File: src/hw/rtl/lobdu_pkg.sv
package lobdu_pkg;

  // Configuration port geometry and register indexes.
  localparam int unsigned CFG_INDEX_W = 3;
  localparam int unsigned CFG_DATA_W  = 16;

  localparam logic [CFG_INDEX_W-1:0] CFG_HOLDOFF   = 3'd0;
  localparam logic [CFG_INDEX_W-1:0] CFG_SHARED    = 3'd1;
  localparam logic [CFG_INDEX_W-1:0] CFG_STOP      = 3'd2;
  localparam logic [CFG_INDEX_W-1:0] CFG_START     = 3'd3;
  localparam logic [CFG_INDEX_W-1:0] CFG_POS_WRITE = 3'd4;
  localparam logic [CFG_INDEX_W-1:0] CFG_NEG_WRITE = 3'd5;

  // Reset values.
  localparam logic [15:0] HOLDOFF_RESET   = 16'd100;
  localparam logic        SHARED_RESET    = 1'b1;
  localparam logic [7:0]  STOP_RESET      = 8'd17;
  localparam logic [7:0]  START_RESET     = 8'd16;
  localparam logic [7:0]  POS_WRITE_RESET = 8'd77;
  localparam logic [7:0]  NEG_WRITE_RESET = 8'd78;
  localparam logic [7:0]  FLAGS_RESET     = 8'hFF;
  localparam logic [15:0] COUNTER_MAX     = 16'hFFFF;
  localparam logic [7:0]  ZERO_BYTE       = 8'h00;

  // Depth of the queue between the front and back ends.
  localparam int unsigned QUEUE_DEPTH_DEFAULT = 2;

  // Byte slots of one update run.
  localparam int unsigned SLOT_W = 3;
  localparam logic [SLOT_W-1:0] SLOT_STOP      = 3'd0;
  localparam logic [SLOT_W-1:0] SLOT_POS_OP    = 3'd1;
  localparam logic [SLOT_W-1:0] SLOT_POS_ZERO  = 3'd2;
  localparam logic [SLOT_W-1:0] SLOT_POS_DATA  = 3'd3;
  localparam logic [SLOT_W-1:0] SLOT_NEG_OP    = 3'd4;
  localparam logic [SLOT_W-1:0] SLOT_NEG_ZERO  = 3'd5;
  localparam logic [SLOT_W-1:0] SLOT_NEG_DATA  = 3'd6;
  localparam logic [SLOT_W-1:0] SLOT_START     = 3'd7;

  typedef struct packed {
    logic [15:0] holdoff_samples;
    logic        shared_negative;
    logic [7:0]  stop_command;
    logic [7:0]  start_command;
    logic [7:0]  pos_select_write_opcode;
    logic [7:0]  neg_select_write_opcode;
  } cfg_t;

  // One pending update: the flags as received.
  typedef struct packed {
    logic [7:0] pos_flags;
    logic [7:0] neg_raw_flags;
  } job_t;

  typedef struct packed {
    logic full;
    logic empty;
  } queue_status_t;

endpackage

File: src/hw/rtl/lobdu_status_if.sv
interface lobdu_status_if;
  logic        valid;
  logic        ready;
  logic [23:0] status_word;

  modport source (output valid, output status_word, input ready);
  modport sink (input valid, input status_word, output ready);
endinterface

File: src/hw/rtl/lobdu_spi_if.sv
interface lobdu_spi_if;
  logic       valid;
  logic       ready;
  logic [7:0] spi_byte;
  logic       end_of_transfer;
  logic       last;

  modport source (output valid, output spi_byte, output end_of_transfer, output last,
                  input ready);
  modport sink (input valid, input spi_byte, input end_of_transfer, input last,
                output ready);
endinterface

File: src/hw/rtl/lobdu_front.sv
module lobdu_front (
  input  logic                  clk,
  input  logic                  rst,
  input  lobdu_pkg::cfg_t       cfg,
  input  logic                  in_valid,
  output logic                  in_ready,
  input  logic [23:0]           status_word,
  input  lobdu_pkg::queue_status_t q_status,
  output logic                  push,
  output lobdu_pkg::job_t       push_job
);

  logic [7:0]  prev_pos_flags;
  logic [7:0]  prev_neg_flags;
  logic [15:0] frames_since_change;

  logic [7:0] pos;
  logic [7:0] neg_raw;
  logic [7:0] neg;
  logic       fire;
  logic       accept;

  assign pos     = status_word[19:12];
  assign neg_raw = status_word[11:4];
  assign neg     = neg_raw | {7'd0, cfg.shared_negative};

  assign fire = (frames_since_change >= cfg.holdoff_samples) &&
                ((pos != prev_pos_flags) || (neg != prev_neg_flags));

  assign in_ready = !q_status.full;
  assign accept   = in_valid && in_ready;

  assign push                   = accept && fire;
  assign push_job.pos_flags     = pos;
  assign push_job.neg_raw_flags = neg_raw;

  always_ff @(posedge clk) begin
    if (rst) begin
      prev_pos_flags      <= lobdu_pkg::FLAGS_RESET;
      prev_neg_flags      <= lobdu_pkg::FLAGS_RESET;
      frames_since_change <= '0;
    end else if (accept) begin
      if (fire) begin
        prev_pos_flags      <= pos;
        prev_neg_flags      <= neg;
        frames_since_change <= '0;
      end else if (frames_since_change != lobdu_pkg::COUNTER_MAX) begin
        frames_since_change <= frames_since_change + 16'd1;
      end
    end
  end

endmodule

File: src/hw/rtl/lobdu_queue.sv
module lobdu_queue #(
  parameter int unsigned DEPTH = lobdu_pkg::QUEUE_DEPTH_DEFAULT
) (
  input  logic                     clk,
  input  logic                     rst,
  input  logic                     push,
  input  lobdu_pkg::job_t          push_job,
  input  logic                     pop,
  output lobdu_pkg::job_t          head,
  output lobdu_pkg::queue_status_t status
);

  localparam int unsigned PTR_W = (DEPTH > 1) ? $clog2(DEPTH) : 1;
  localparam int unsigned CNT_W = $clog2(DEPTH + 1);
  localparam logic [PTR_W-1:0] PTR_LAST = PTR_W'(DEPTH - 1);
  localparam logic [CNT_W-1:0] CNT_FULL = CNT_W'(DEPTH);

  lobdu_pkg::job_t  entries [DEPTH];
  logic [PTR_W-1:0] wr_ptr;
  logic [PTR_W-1:0] rd_ptr;
  logic [CNT_W-1:0] count;

  logic do_push;
  logic do_pop;

  assign status.full  = (count == CNT_FULL);
  assign status.empty = (count == '0);
  assign do_push      = push && !status.full;
  assign do_pop       = pop && !status.empty;
  assign head         = entries[rd_ptr];

  always_ff @(posedge clk) begin
    if (do_push) begin
      entries[wr_ptr] <= push_job;
    end
  end

  always_ff @(posedge clk) begin
    if (rst) begin
      wr_ptr <= '0;
      rd_ptr <= '0;
      count  <= '0;
    end else begin
      if (do_push) begin
        wr_ptr <= (wr_ptr == PTR_LAST) ? '0 : wr_ptr + PTR_W'(1);
      end
      if (do_pop) begin
        rd_ptr <= (rd_ptr == PTR_LAST) ? '0 : rd_ptr + PTR_W'(1);
      end
      if (do_push && !do_pop) begin
        count <= count + CNT_W'(1);
      end else if (do_pop && !do_push) begin
        count <= count - CNT_W'(1);
      end
    end
  end

endmodule

File: src/hw/rtl/lobdu_back.sv
module lobdu_back (
  input  logic                     clk,
  input  logic                     rst,
  input  lobdu_pkg::cfg_t          cfg,
  input  lobdu_pkg::job_t          head,
  input  lobdu_pkg::queue_status_t q_status,
  output logic                     pop,
  output logic                     out_valid,
  input  logic                     out_ready,
  output logic [7:0]               spi_byte,
  output logic                     end_of_transfer,
  output logic                     last
);

  logic [lobdu_pkg::SLOT_W-1:0] slot;
  logic                         out_accept;

  assign out_valid  = !q_status.empty;
  assign out_accept = out_valid && out_ready;
  assign pop        = out_accept && (slot == lobdu_pkg::SLOT_START);

  always_comb begin
    spi_byte        = lobdu_pkg::ZERO_BYTE;
    end_of_transfer = 1'b0;
    last            = 1'b0;
    case (slot)
      lobdu_pkg::SLOT_STOP: begin
        spi_byte        = cfg.stop_command;
        end_of_transfer = 1'b1;
      end
      lobdu_pkg::SLOT_POS_OP: begin
        spi_byte = cfg.pos_select_write_opcode;
      end
      lobdu_pkg::SLOT_POS_ZERO: begin
        spi_byte = lobdu_pkg::ZERO_BYTE;
      end
      lobdu_pkg::SLOT_POS_DATA: begin
        spi_byte        = ~head.pos_flags;
        end_of_transfer = 1'b1;
      end
      lobdu_pkg::SLOT_NEG_OP: begin
        spi_byte = cfg.neg_select_write_opcode;
      end
      lobdu_pkg::SLOT_NEG_ZERO: begin
        spi_byte = lobdu_pkg::ZERO_BYTE;
      end
      lobdu_pkg::SLOT_NEG_DATA: begin
        spi_byte        = ~head.neg_raw_flags;
        end_of_transfer = 1'b1;
      end
      lobdu_pkg::SLOT_START: begin
        spi_byte        = cfg.start_command;
        end_of_transfer = 1'b1;
        last            = 1'b1;
      end
      default: begin
        spi_byte = lobdu_pkg::ZERO_BYTE;
      end
    endcase
  end

  // The slot wraps to the stop byte after the start byte.
  always_ff @(posedge clk) begin
    if (rst) begin
      slot <= lobdu_pkg::SLOT_STOP;
    end else if (out_accept) begin
      slot <= slot + lobdu_pkg::SLOT_W'(1);
    end
  end

endmodule

File: src/hw/rtl/lead_off_bias_drive_updater.sv
// Lead-off bias drive updater. Each item on the status channel is the 24-bit
// status word of one converter frame; bits 19:12 carry the positive lead-off
// flags and bits 11:4 the negative ones. When at least holdoff_samples frames
// have gone by since the last update and the flags differ from the stored
// copy (negative bit 0 forced high first in shared-negative mode), the block
// sends an eight-item run on the SPI channel: stop, positive bias select
// write with the inverted positive flags, negative bias select write with the
// inverted negative flags as received, and start. A status item that causes
// no update is taken back-to-back while the queue has room. An update run
// leaves at one byte per cycle while the SPI side keeps ready high, as the
// back end walks one byte slot per cycle, while ready is high, over the
// head of the update queue. The front end decides on each frame as it
// arrives and keeps taking status items while the queue (two pending updates
// by default) has room, so a slow SPI side only holds off the status channel
// once the queue is full. Configuration registers are written through
// cfg_we, cfg_index and cfg_data, and should only be changed while no update
// run is pending.
module lead_off_bias_drive_updater #(
  parameter int unsigned QUEUE_DEPTH = lobdu_pkg::QUEUE_DEPTH_DEFAULT
) (
  input  logic                              clk,
  input  logic                              rst,
  input  logic                              cfg_we,
  input  logic [lobdu_pkg::CFG_INDEX_W-1:0] cfg_index,
  input  logic [lobdu_pkg::CFG_DATA_W-1:0]  cfg_data,
  lobdu_status_if.sink                      status,
  lobdu_spi_if.source                       spi
);

  lobdu_pkg::cfg_t          cfg;
  lobdu_pkg::queue_status_t q_status;
  lobdu_pkg::job_t          push_job;
  lobdu_pkg::job_t          head;
  logic                     push;
  logic                     pop;

  // Configuration registers; writes to indexes beyond the list are dropped.
  always_ff @(posedge clk) begin
    if (rst) begin
      cfg.holdoff_samples         <= lobdu_pkg::HOLDOFF_RESET;
      cfg.shared_negative         <= lobdu_pkg::SHARED_RESET;
      cfg.stop_command            <= lobdu_pkg::STOP_RESET;
      cfg.start_command           <= lobdu_pkg::START_RESET;
      cfg.pos_select_write_opcode <= lobdu_pkg::POS_WRITE_RESET;
      cfg.neg_select_write_opcode <= lobdu_pkg::NEG_WRITE_RESET;
    end else if (cfg_we) begin
      case (cfg_index)
        lobdu_pkg::CFG_HOLDOFF:   cfg.holdoff_samples         <= cfg_data;
        lobdu_pkg::CFG_SHARED:    cfg.shared_negative         <= cfg_data[0];
        lobdu_pkg::CFG_STOP:      cfg.stop_command            <= cfg_data[7:0];
        lobdu_pkg::CFG_START:     cfg.start_command           <= cfg_data[7:0];
        lobdu_pkg::CFG_POS_WRITE: cfg.pos_select_write_opcode <= cfg_data[7:0];
        lobdu_pkg::CFG_NEG_WRITE: cfg.neg_select_write_opcode <= cfg_data[7:0];
        default: ;
      endcase
    end
  end

  // Front end: classifies each frame and updates the stored flags.
  lobdu_front u_front (
    .clk         (clk),
    .rst         (rst),
    .cfg         (cfg),
    .in_valid    (status.valid),
    .in_ready    (status.ready),
    .status_word (status.status_word),
    .q_status    (q_status),
    .push        (push),
    .push_job    (push_job)
  );

  // Pending updates waiting for the SPI side.
  lobdu_queue #(
    .DEPTH (QUEUE_DEPTH)
  ) u_queue (
    .clk      (clk),
    .rst      (rst),
    .push     (push),
    .push_job (push_job),
    .pop      (pop),
    .head     (head),
    .status   (q_status)
  );

  // Back end: turns the head update into its eight SPI bytes.
  lobdu_back u_back (
    .clk             (clk),
    .rst             (rst),
    .cfg             (cfg),
    .head            (head),
    .q_status        (q_status),
    .pop             (pop),
    .out_valid       (spi.valid),
    .out_ready       (spi.ready),
    .spi_byte        (spi.spi_byte),
    .end_of_transfer (spi.end_of_transfer),
    .last            (spi.last)
  );

endmodule

File: src/flat_wrapper.sv
// flat-port wrapper written by rule: the top's interface ports become plain ports
module lead_off_bias_drive_updater_flat 
#(
  parameter int unsigned QUEUE_DEPTH = lobdu_pkg::QUEUE_DEPTH_DEFAULT
)
  (clk, rst, cfg_we, cfg_index, cfg_data, status_valid, status_status_word, status_ready, spi_valid, spi_spi_byte, spi_end_of_transfer, spi_last, spi_ready);
  lobdu_status_if status_i ();
  lobdu_spi_if spi_i ();
  input  logic clk;
  input  logic rst;
  input  logic cfg_we;
  input  logic [lobdu_pkg::CFG_INDEX_W-1:0] cfg_index;
  input  logic [lobdu_pkg::CFG_DATA_W-1:0] cfg_data;
  input wire logic [$bits(status_i.valid)-1:0] status_valid;
  input wire logic [$bits(status_i.status_word)-1:0] status_status_word;
  output wire logic [$bits(status_i.ready)-1:0] status_ready;
  output wire logic [$bits(spi_i.valid)-1:0] spi_valid;
  output wire logic [$bits(spi_i.spi_byte)-1:0] spi_spi_byte;
  output wire logic [$bits(spi_i.end_of_transfer)-1:0] spi_end_of_transfer;
  output wire logic [$bits(spi_i.last)-1:0] spi_last;
  input wire logic [$bits(spi_i.ready)-1:0] spi_ready;
  assign status_i.valid = status_valid;
  assign status_i.status_word = status_status_word;
  assign status_ready = status_i.ready;
  assign spi_valid = spi_i.valid;
  assign spi_spi_byte = spi_i.spi_byte;
  assign spi_end_of_transfer = spi_i.end_of_transfer;
  assign spi_last = spi_i.last;
  assign spi_i.ready = spi_ready;
  lead_off_bias_drive_updater #(.QUEUE_DEPTH(QUEUE_DEPTH)) u_core (.clk(clk), .rst(rst), .cfg_we(cfg_we), .cfg_index(cfg_index), .cfg_data(cfg_data), .status(status_i), .spi(spi_i));
endmodule
File: config.mk
export PLATFORM = sky130hd
export DESIGN_NAME = lead_off_bias_drive_updater_flat
export DESIGN_NICKNAME = d
export VERILOG_FILES = /design/src/hw/rtl/lobdu_pkg.sv /design/src/hw/rtl/lobdu_status_if.sv /design/src/hw/rtl/lobdu_spi_if.sv /design/src/hw/rtl/lobdu_front.sv /design/src/hw/rtl/lobdu_queue.sv /design/src/hw/rtl/lobdu_back.sv /design/src/hw/rtl/lead_off_bias_drive_updater.sv /design/src/flat_wrapper.sv
export SDC_FILE = /design/constraint.sdc
export NUM_CORES = 1
export LEC_CHECK = 0
export ABC_AREA = 1
export BUFFER_PORTS_ARGS = -buffer_cell sky130_fd_sc_hd__buf_2
export CAP_MARGIN = 25
export CORE_MARGIN = 2
export CORE_UTILIZATION = 53
export CTS_CLUSTER_DIAMETER = 40
export DETAILED_ROUTE_END_ITERATION = 10
export PLACE_DENSITY = 0.75
export SLEW_MARGIN = 0
export SYNTH_ARGS = -nofsm -noshare
export SYNTH_HDL_FRONTEND = slang
export SYNTH_SLANG_ARGS = --single-unit
File: constraint.sdc
create_clock -name clk -period 2.4 [get_ports clk]
set_input_delay 0.12 -clock clk [delete_from_list [all_inputs] [get_ports clk]]
set_output_delay 0.12 -clock clk [all_outputs]
set_load 0.05 [all_outputs]
==> summary.md, run 1 <==
| Metric | Value |
|---|---|
| Setup TNS | -0.511 ns |
| Post-synth top area share | 30.9% |
| Cell Area, Placed | approximately 0.0063 mm2 |
| Nets | between 900 and 1k |
| Worst VDD drop | 0.656 mV |
| Worst setup endpoint | spi_spi_byte[2] |
| LEAKAGE | 3.35 nW |
| Asr flop ratio synth | 0% |
| Largest net degree at the start of global routing | 36 |
| Max FO, Critical Path | 8 |
| Post-route cell area | 0.00759 mm2 |
| Failing checks | negative setup slack |
| Critical path startpoint | u_core.u_back.slot[0]$_SDFFE_PP0P_ |
| Status | finished with violations |
| P per Cell Area | 1230 mW/mm2 |
| Die Wd | 108 um |
| CTS tree | built |
| Critical path capture point type | output pin |
| Final Util | 71.0% |
| Iter 0 DRT Violations | 621 |
| Synth cell types | 33 |
| Post-synthesis adder-cell area fraction | 5.22% |
| PortBufs | 51 |
| CP Cell Sequence | ha_4 > ha_4 > a2111oi_4 > o21ai_4 > buf_6 > nor2_2 > a21oi_4 > buf_6 |
| Die Ht | 108 um |
| Total grt overflow | 0 |
| CTS root buf | clkbuf_8 |
| Synth Instances | 731 |
| Drt total wl | 15800 um |
| Setup ws final | -0.0747 ns |
| Fin crit share | 103% |
| Clk Latency, worst-skew pair | 0.53 ns |
| ANT cells | 0 |
| GP Congestion | around 0.88 |
| Vias in the first global route | about 5.2k |
| Wire length per cell | 15.9 um |
| Slew margin rel. | 50.8% |
| Post-Route Skew | 0.00811 ns |
| Layout area overhead | 31.9% |
| Fill cells | 769 |
| Top_reg_cell synth | dfxtp_1 |
| RSZ-0062 raised after global routing | yes |
| Total CTS buffers | 17 |
| Via density | 5.46 |
| Total power | 9.37 mW |
| Fraction of layout instances using a drive strength above 1 | between 15 and 20% |
| Worst-path clk slew | 0.06 ns |
| Core area | 0.0107 mm2 |
| DR pass1 iterations | 5 |
| Final setup viols | 8 |
| Crit path time final | ~2.5 ns |
| Ys Warns | 0 |
| Post-route ant nets | 0 |
| Global-route wire length before repair | around 25000 um |
| Num Clock Sinks | roughly 120 |
| Area occupied by registers | 0.00276 mm2 |
| Post-synth EDFFs | 32 |
| Cell Rows | 38 |
| DRC viols | 0 |
| FF-to-FF path depth | 17 |
| Worst EP arrival | 2.35 ns |
| Compound-gate portion of the synthesized area | 11.6% |
| Worst hold margin | about 0.056 ns |
| Max Buffers Root-to-Sink | 2 |
| Final Hold Fails | 0 |
| Largest family of logic cells by synthesized area | simple AND/OR/NAND/NOR gates |
| Pins Over Slew Limit | 0 |
| DP Wirelength | 9590 um |
| Finished Layout Cells | just under 1k |
| Syn nets | roughly 800 |
| Total GRT Usage | 28.0% |
| Post-Syn Area | roughly 0.0058 mm2 |
| Mux contribution to synthesized area | 0% |
| R2R setup slack | 0.18 ns |
| Synth area leaders | dfxtp_1 (31%), edfxtp_1 (17%), nand2_1 (11%), nor2_1 (7.0%), ha_1 (5.2%) |
| Simple-Gate Fraction of Synth Area | between 20 and 25% |
| Via count of the routed design | 5411 |
| Seq/Total Area, Yosys | 47.6% |
| # Max-Cap Violations | 0 |
| Initial antenna violation count | 0 |
| R2r endpoint | u_core.u_queue.count[1]$_SDFFE_PP0P_ |
| Die area | 0.0117 mm2 |
| Setup WS pre-CTS | 0.101 ns |
| Synth Area in XOR/XNOR | 4.26% |
| # H-tree levels | 4 |
| Max incr delay on CP | 0.41 ns |
| Critical path startpoint category | register |
| CP max stage cell | a2111oi_4 |
| Worst-Margin Slew | between 0.7 and 0.8 ns |
| CP required | about 2.3 ns |
| Multi-input logic area | 0.00289 mm2 |
| Leading area contributor after synthesis | dfxtp_1 |
| R2r startpoint | u_core.u_front.frames_since_change[0]$_SDFFE_PP0P_ |
| # IOs | 60 |
| WS Path Type | register to output pin |
| #FFs+latches synth | 121 |
| Syn Area/Cell | 7.88 um2 |
| Post-Place Cells | roughly 920 |
| Initial Utilization | 53.8% |
| Fmax | 404 MHz |
| Hold WC Path Type | input pin to register |
==> cell usage after synthesis (6+ instances only) <==
library cell	n
a21oi_1	57
nand4_1	6
nor2_1	108
clkbuf_1	16
ha_1	24
inv_1	69
nand2_1	169
a221oi_1	8
o21ai_0	42
dfxtp_1	89
edfxtp_1	32
nand3_1	48
xor2_1	24
o211ai_1	10
==> logic make-up after synthesis <==
logic type	after synthesis
adders and majority gates	24
AOI/OAI and AO/OA	121
buffers and inverters	93
DFF	121
xor gates and xnor gates	28
and+or+nand+nor	344
==> flip-flops by register name, summed over array words and instances (netlist names), named ones only <==
| name | flops |
|---|---|
| u_core.cfg | 49 |
| u_core.u_queue.entries | 32 |
| u_core.u_front.frames_since_change | 16 |
| u_core.u_front.prev_neg_flags | 8 |
| u_core.u_front.prev_pos_flags | 8 |
| u_core.u_back.slot | 3 |
| u_core.u_queue.count | 2 |
| u_core.u_queue.rd_ptr | 1 |
| u_core.u_queue.wr_ptr | 1 |
==> worst max-delay path, delay by kind of cell, from the launching register on <==
kind / cells / cell delay, ns
AOI/OAI and AO/OA: 3 / 0.62
and+or+nand+nor: 1 / 0.15
adders and majority gates: 2 / 0.35
DFF: 1 / 0.36
buffers and inverters: 2 / 0.34
==> final cells by class <==
class | instances | share of cell area, %
clock buffers | 18 | 5.50
clock inverters | 14 | 2.27
inverters | 72 | 3.76
multi-input cells | 517 | 38.1
flip-flops and latches | 121 | 36.3
well taps | 140 | 2.31
repair buffers | 109 | 11.7
==> layout by cell type, fill, tap and decap left out, types with 16 or more instances in the layout <==
cell	Yosys	final
nand2_1	169	167
nor2_1	108	100
buf_2	3	43
clkbuf_16	0	16
nand3_1	48	48
inv_1	69	63
dfxtp_1	89	83
dlygate4sd3_1	0	37
a21oi_1	57	49
o21ai_0	42	40
ha_1	24	20
edfxtp_1	32	32
xor2_1	24	24
==> per-layer routing <==
metal | global-route usage [%] | vias up | part of all wire, %
met3 | 7.84 | 30 | 6.1
met2 | 46.0 | 209 | 48
met5 | 0 | - | 0
met1 | 34.7 | 2555 | 43
met4 | 11.7 | 0 | 2.4
li1 | - | 2617 | -
==> worst min path at each step <==
stage / from / cells past startpoint / endpoint
final: cfg_index[0] / 5 / u_core.cfg[20]$_SDFFE_PP1P_
after global routing: cfg_index[0] / 4 / u_core.cfg[24]$_SDFFE_PP1P_
after CTS: cfg_index[0] / 4 / u_core.cfg[24]$_SDFFE_PP1P_
after detailed placement: status_status_word[9] / 1 / u_core.u_queue.entries[1][5]$_DFFE_PP_
after global placement: status_status_word[9] / 1 / u_core.u_queue.entries[1][5]$_DFFE_PP_
after floorplan: rst / 1 / u_core.u_front.frames_since_change[13]$_SDFFE_PP0P_
==> power breakdown <==
| part | leakage, nW | internal (mW) | switching (mW) | total (mW) |
|---|---|---|---|---|
| logic | 2.05 | 1.47 | 2.49 | 3.96 |
| clock network | 0.276 | 1.59 | 0.951 | 2.54 |
| registers | 1.02 | 2.57 | 0.308 | 2.87 |
| total | 3.35 | 5.62 | 3.75 | 9.37 |
==> repair_timing <==
item	CTS	global route
setup endpoints to repair	8	25
hold buffers	37	0
setup buffers	2	0
cloned	1	0
pin swaps	8	3
hold endpoints to repair	103	0
resized for setup	76	13
No activity file was read; power rests on OpenSTA's default activity.
==> run 2: changes to the inputs <==
Settings changed: ABC_AREA 1 to unset.
==> summary.md, run 2 <==
| Metric | Value |
|---|---|
| Fraction of layout instances using a drive strength above 1 | 20.6% (+2.1 points) |
| Total GRT Usage | 26.0% (-2.1 points) |
| Top_reg_cell synth | dfxtp_1 |
| Die area | 0.0116 mm2 (-0.88%) |
| Post-synth top area share | 31.2% (+0.29 points) |
| Layout area overhead | 29.2% |
| Post-route ant nets | 0 (unchanged) |
| Die Ht | 108 um (-0.44%) |
| DP Wirelength | 9300 um (-3.1%) |
| Seq/Total Area, Yosys | 48.1% (+0.44 points) |
| Fin crit share | 98.2% (-4.9 points) |
| Synth area leaders | dfxtp_1 (31%), edfxtp_1 (17%), mux2i_1 (7.2%), nand2_1 (6.9%), ha_1 (5.3%) |
| Slew margin rel. | 53.2% (+2.4 points) |
| # H-tree levels | 4 (unchanged) |
| Critical path startpoint category | register |
| Area occupied by registers | 0.00275 mm2 (-0.14%) |
| Post-synth EDFFs | 32 (unchanged) |
| Syn nets | 685 (-15%) |
| Top reg by flops | u_core.cfg |
| Num Clock Sinks | 121 (unchanged) |
| Iter 0 DRT Violations | 477 (-23%) |
| Cell Area, Placed | 0.00621 mm2 (-0.88%) |
| Ys Warns | 0 (unchanged) |
| Max incr delay on CP | 0.39 ns (-0.02 ns) |
| Post-synthesis adder-cell area fraction | 5.26% (+0.048 points) |
| Simple-Gate Fraction of Synth Area | 18.7% (-6.2 points) |
| Nets | 779 (-14%) |
| # Max-Cap Violations | 0 (unchanged) |
| Delay-heaviest family, CP | compound AO/OA/AOI/OAI gates |
| Worst-path clk slew | 0.06 ns (about the same) |
| Critical path capture point type | output pin |
| RSZ-0062 raised after global routing | yes |
| Max FO, Critical Path | 9 (+1) |
| # IOs | 60 (unchanged) |
| Worst path bufs/invs | 2 (unchanged) |
| Worst EP arrival | 2.24 ns (-0.11 ns) |
| Cell Rows | 37 (-2.6%) |
| Wire length per cell | 16.8 um (+5.9%) |
| Global-route wire length before repair | 23100 um (-6.9%) |
| Worst VDD drop | 0.525 mV (-20%) |
| Top layer in use | met4 |
| Mux contribution to synthesized area | 7.39% (+7.4 points) |
| Synth Instances | 613 (-16%) |
| Most common cell after layout, fill and taps aside | nand2_1 |
| Fill cells | 731 (-4.9%) |
| Most instantiated library cell after synthesis | nand2_1 |
| PortBufs | 51 (unchanged) |
| Setup WS pre-CTS | 0.0772 ns (-0.0233 ns) |
| Initial Utilization | 55.0% (+1.2 points) |
| Clk Latency, worst-skew pair | 0.52 ns (about the same) |
| Post-Route Skew | 0.00755 ns (-0.000564 ns) |
| Leading area contributor after synthesis | dfxtp_1 |
| Drt total wl | 14400 um (-8.5%) |
| Largest family of logic cells by synthesized area | simple AND/OR/NAND/NOR gates |
| CP Cell Sequence | inv_4 > ha_1 > and2_2 > a22oi_1 > a31oi_1 > buf_4 |
| Final Hold Fails | 0 (unchanged) |
| Total power | 4.62 mW (-51%) |
| Setup TNS | 0 ns (+0.511 ns) |
| Met3 WL | 996 um (+3.2%) |
| ANT cells | 0 (unchanged) |
| Total CTS buffers | 17 (unchanged) |
| LEAKAGE | 2.62 nW (-22%) |
| Compound-gate portion of the synthesized area | 13.6% (+1.9 points) |
| Syn Area/Cell | 9.31 um2 (+18%) |
| Setup ws final | 0.0430 ns (+0.118 ns) |
| Via count of the routed design | 4875 (-9.9%) |
| Synth cell types | 56 (+70%) |
| Status | complete, no violations |
| Metal-1 WL | 6170 um (-9.5%) |
| Hold WC Path Type | input pin to register |
| Max reg flops | 49 (unchanged) |
| Worst hold margin | 0.0232 ns (-0.0326 ns) |
| Worst-Margin Slew | 0.701 ns (-0.0347 ns) |
| Synth cell count leaders | nand2_1 (105), dfxtp_1 (89), nor2_1 (66) |
| CP required | 2.28 ns (about the same) |
| Largest net degree at the start of global routing | 67 (+86%) |
| Pins Over Slew Limit | 0 (unchanged) |
| Die Wd | 108 um (-0.44%) |
| Total grt overflow | 0 (unchanged) |
| Via density | 5.70 (+4.3%) |
| P per Cell Area | 626 mW/mm2 (-49%) |
| Post-route cell area | 0.00737 mm2 (-2.9%) |
| CTS root buf | clkbuf_8 |
| Initial antenna violation count | 0 (unchanged) |
| Detail Route met2 WL | 7010 um (-7.7%) |
| WS Path Type | register to output pin |
| Final setup viols | 0 (-8) |
| DR pass1 iterations | 6 (+1) |
| Crit path time final | 2.36 ns (-0.118 ns) |
| Most frequent cells in the layout | nand2_1 (105), dfxtp_1 (84), nor2_1 (58), buf_2 (43), mux2i_1 (41) |
| Fmax | 424 MHz (+5.0%) |
| Max Buffers Root-to-Sink | 2 (unchanged) |
| CP max stage cell | dfxtp_4 |
| Post-Syn Area | 0.00571 mm2 (-0.91%) |
| Multi-input logic area | 0.00300 mm2 (+3.8%) |
| Vias in the first global route | 4831 (-6.5%) |
| DRC viols | 0 (unchanged) |
| Core area | 0.0104 mm2 (-3.1%) |
| Asr flop ratio synth | 0% (unchanged) |
| #FFs+latches synth | 121 (unchanged) |
| Synth Area in XOR/XNOR | 3.07% (-1.2 points) |
| Top flop regs | u_core.cfg: 49 flops, u_core.u_queue.entries: 32 flops, u_core.u_front.frames_since_change: 16 flops |
| CTS tree | built |
| GP Congestion | 0.864 (-2.0%) |
==> run 2: cell count changes in the layout (fill, tap and decap cells not counted), moves of 8 or more <==
cell,change
a21oi_1,-10
a222oi_1,+8
inv_1,-43
mux2i_1,+41
nand2_1,-62
nand3_1,-31
nor2_1,-42
o21ai_0,-33
xor2_1,-13
==> run 2: where the power goes <==
part           switching (mW)  internal (mW)  total [mW]
registers              0.0136           2.12        2.13
logic                   0.161          0.119       0.280
clock network           0.836           1.37        2.21
total                    1.01           3.61        4.62
==> run 2: routing by layer <==
metal | vias to the layer above | track usage (%)
met5 | - | 0
met4 | 0 | 9.43
met3 | 26 | 6.11
met2 | 189 | 43.8
met1 | 2294 | 32.5
li1 | 2366 | -
==> run 2: through the flow <==
step / std cells / utilization, %
3_5_place_dp: 788 / 59.9
4_1_cts: 853 / 68.4
3_3_place_gp: 788 / 59.9
2_1_floorplan: 613 / -
6_report: 856 / 71.1
5_1_grt: 856 / 71.1
==> run 2: cell families after synthesis <==
kind of cell,count (synthesis)
flops,121
buf+inv,54
simple gates,240
fa+ha+maj,24
compound gates,112
mux,42
xor+xnor,20
==> run 2: cell type report <==
| cell class | count | area share [%] |
|---|---|---|
| repair buffers | 105 | 11.4 |
| well taps | 136 | 2.31 |
| flip-flops and latches | 121 | 37.3 |
| clock buffers | 29 | 6.77 |
| multi-input cells | 439 | 40.7 |
| clock inverters | 3 | 0.204 |
| inverters | 23 | 1.20 |
==> run 2: worst paths after layout <==
check                                                         from                                                  to  slack [ns]  cells past startpoint
worst max-delay path            u_core.u_back.slot[0]$_SDFFE_PP0P_                                     spi_spi_byte[7]        0.04                      6
worst max register to register         u_core.cfg[44]$_SDFFE_PP0P_                u_core.u_queue.count[1]$_SDFFE_PP0P_        0.14                     10
worst min-delay path                                           rst  u_core.u_front.frames_since_change[1]$_SDFFE_PP0P_        0.02                      2
worst min register to register         u_core.cfg[15]$_SDFFE_PP0P_                         u_core.cfg[15]$_SDFFE_PP0P_        0.46                      2
==> run 2: timing repair <==
item | 4_1_cts | 5_1_grt
endpoints found under the hold margin | 97 | 0
hold buffers | 33 | 0
gates cloned | 0 | 2
setup endpoints to repair | 8 | 29
pin swaps | 2 | 11
setup buffers | 0 | 2
resized for setup | 12 | 55
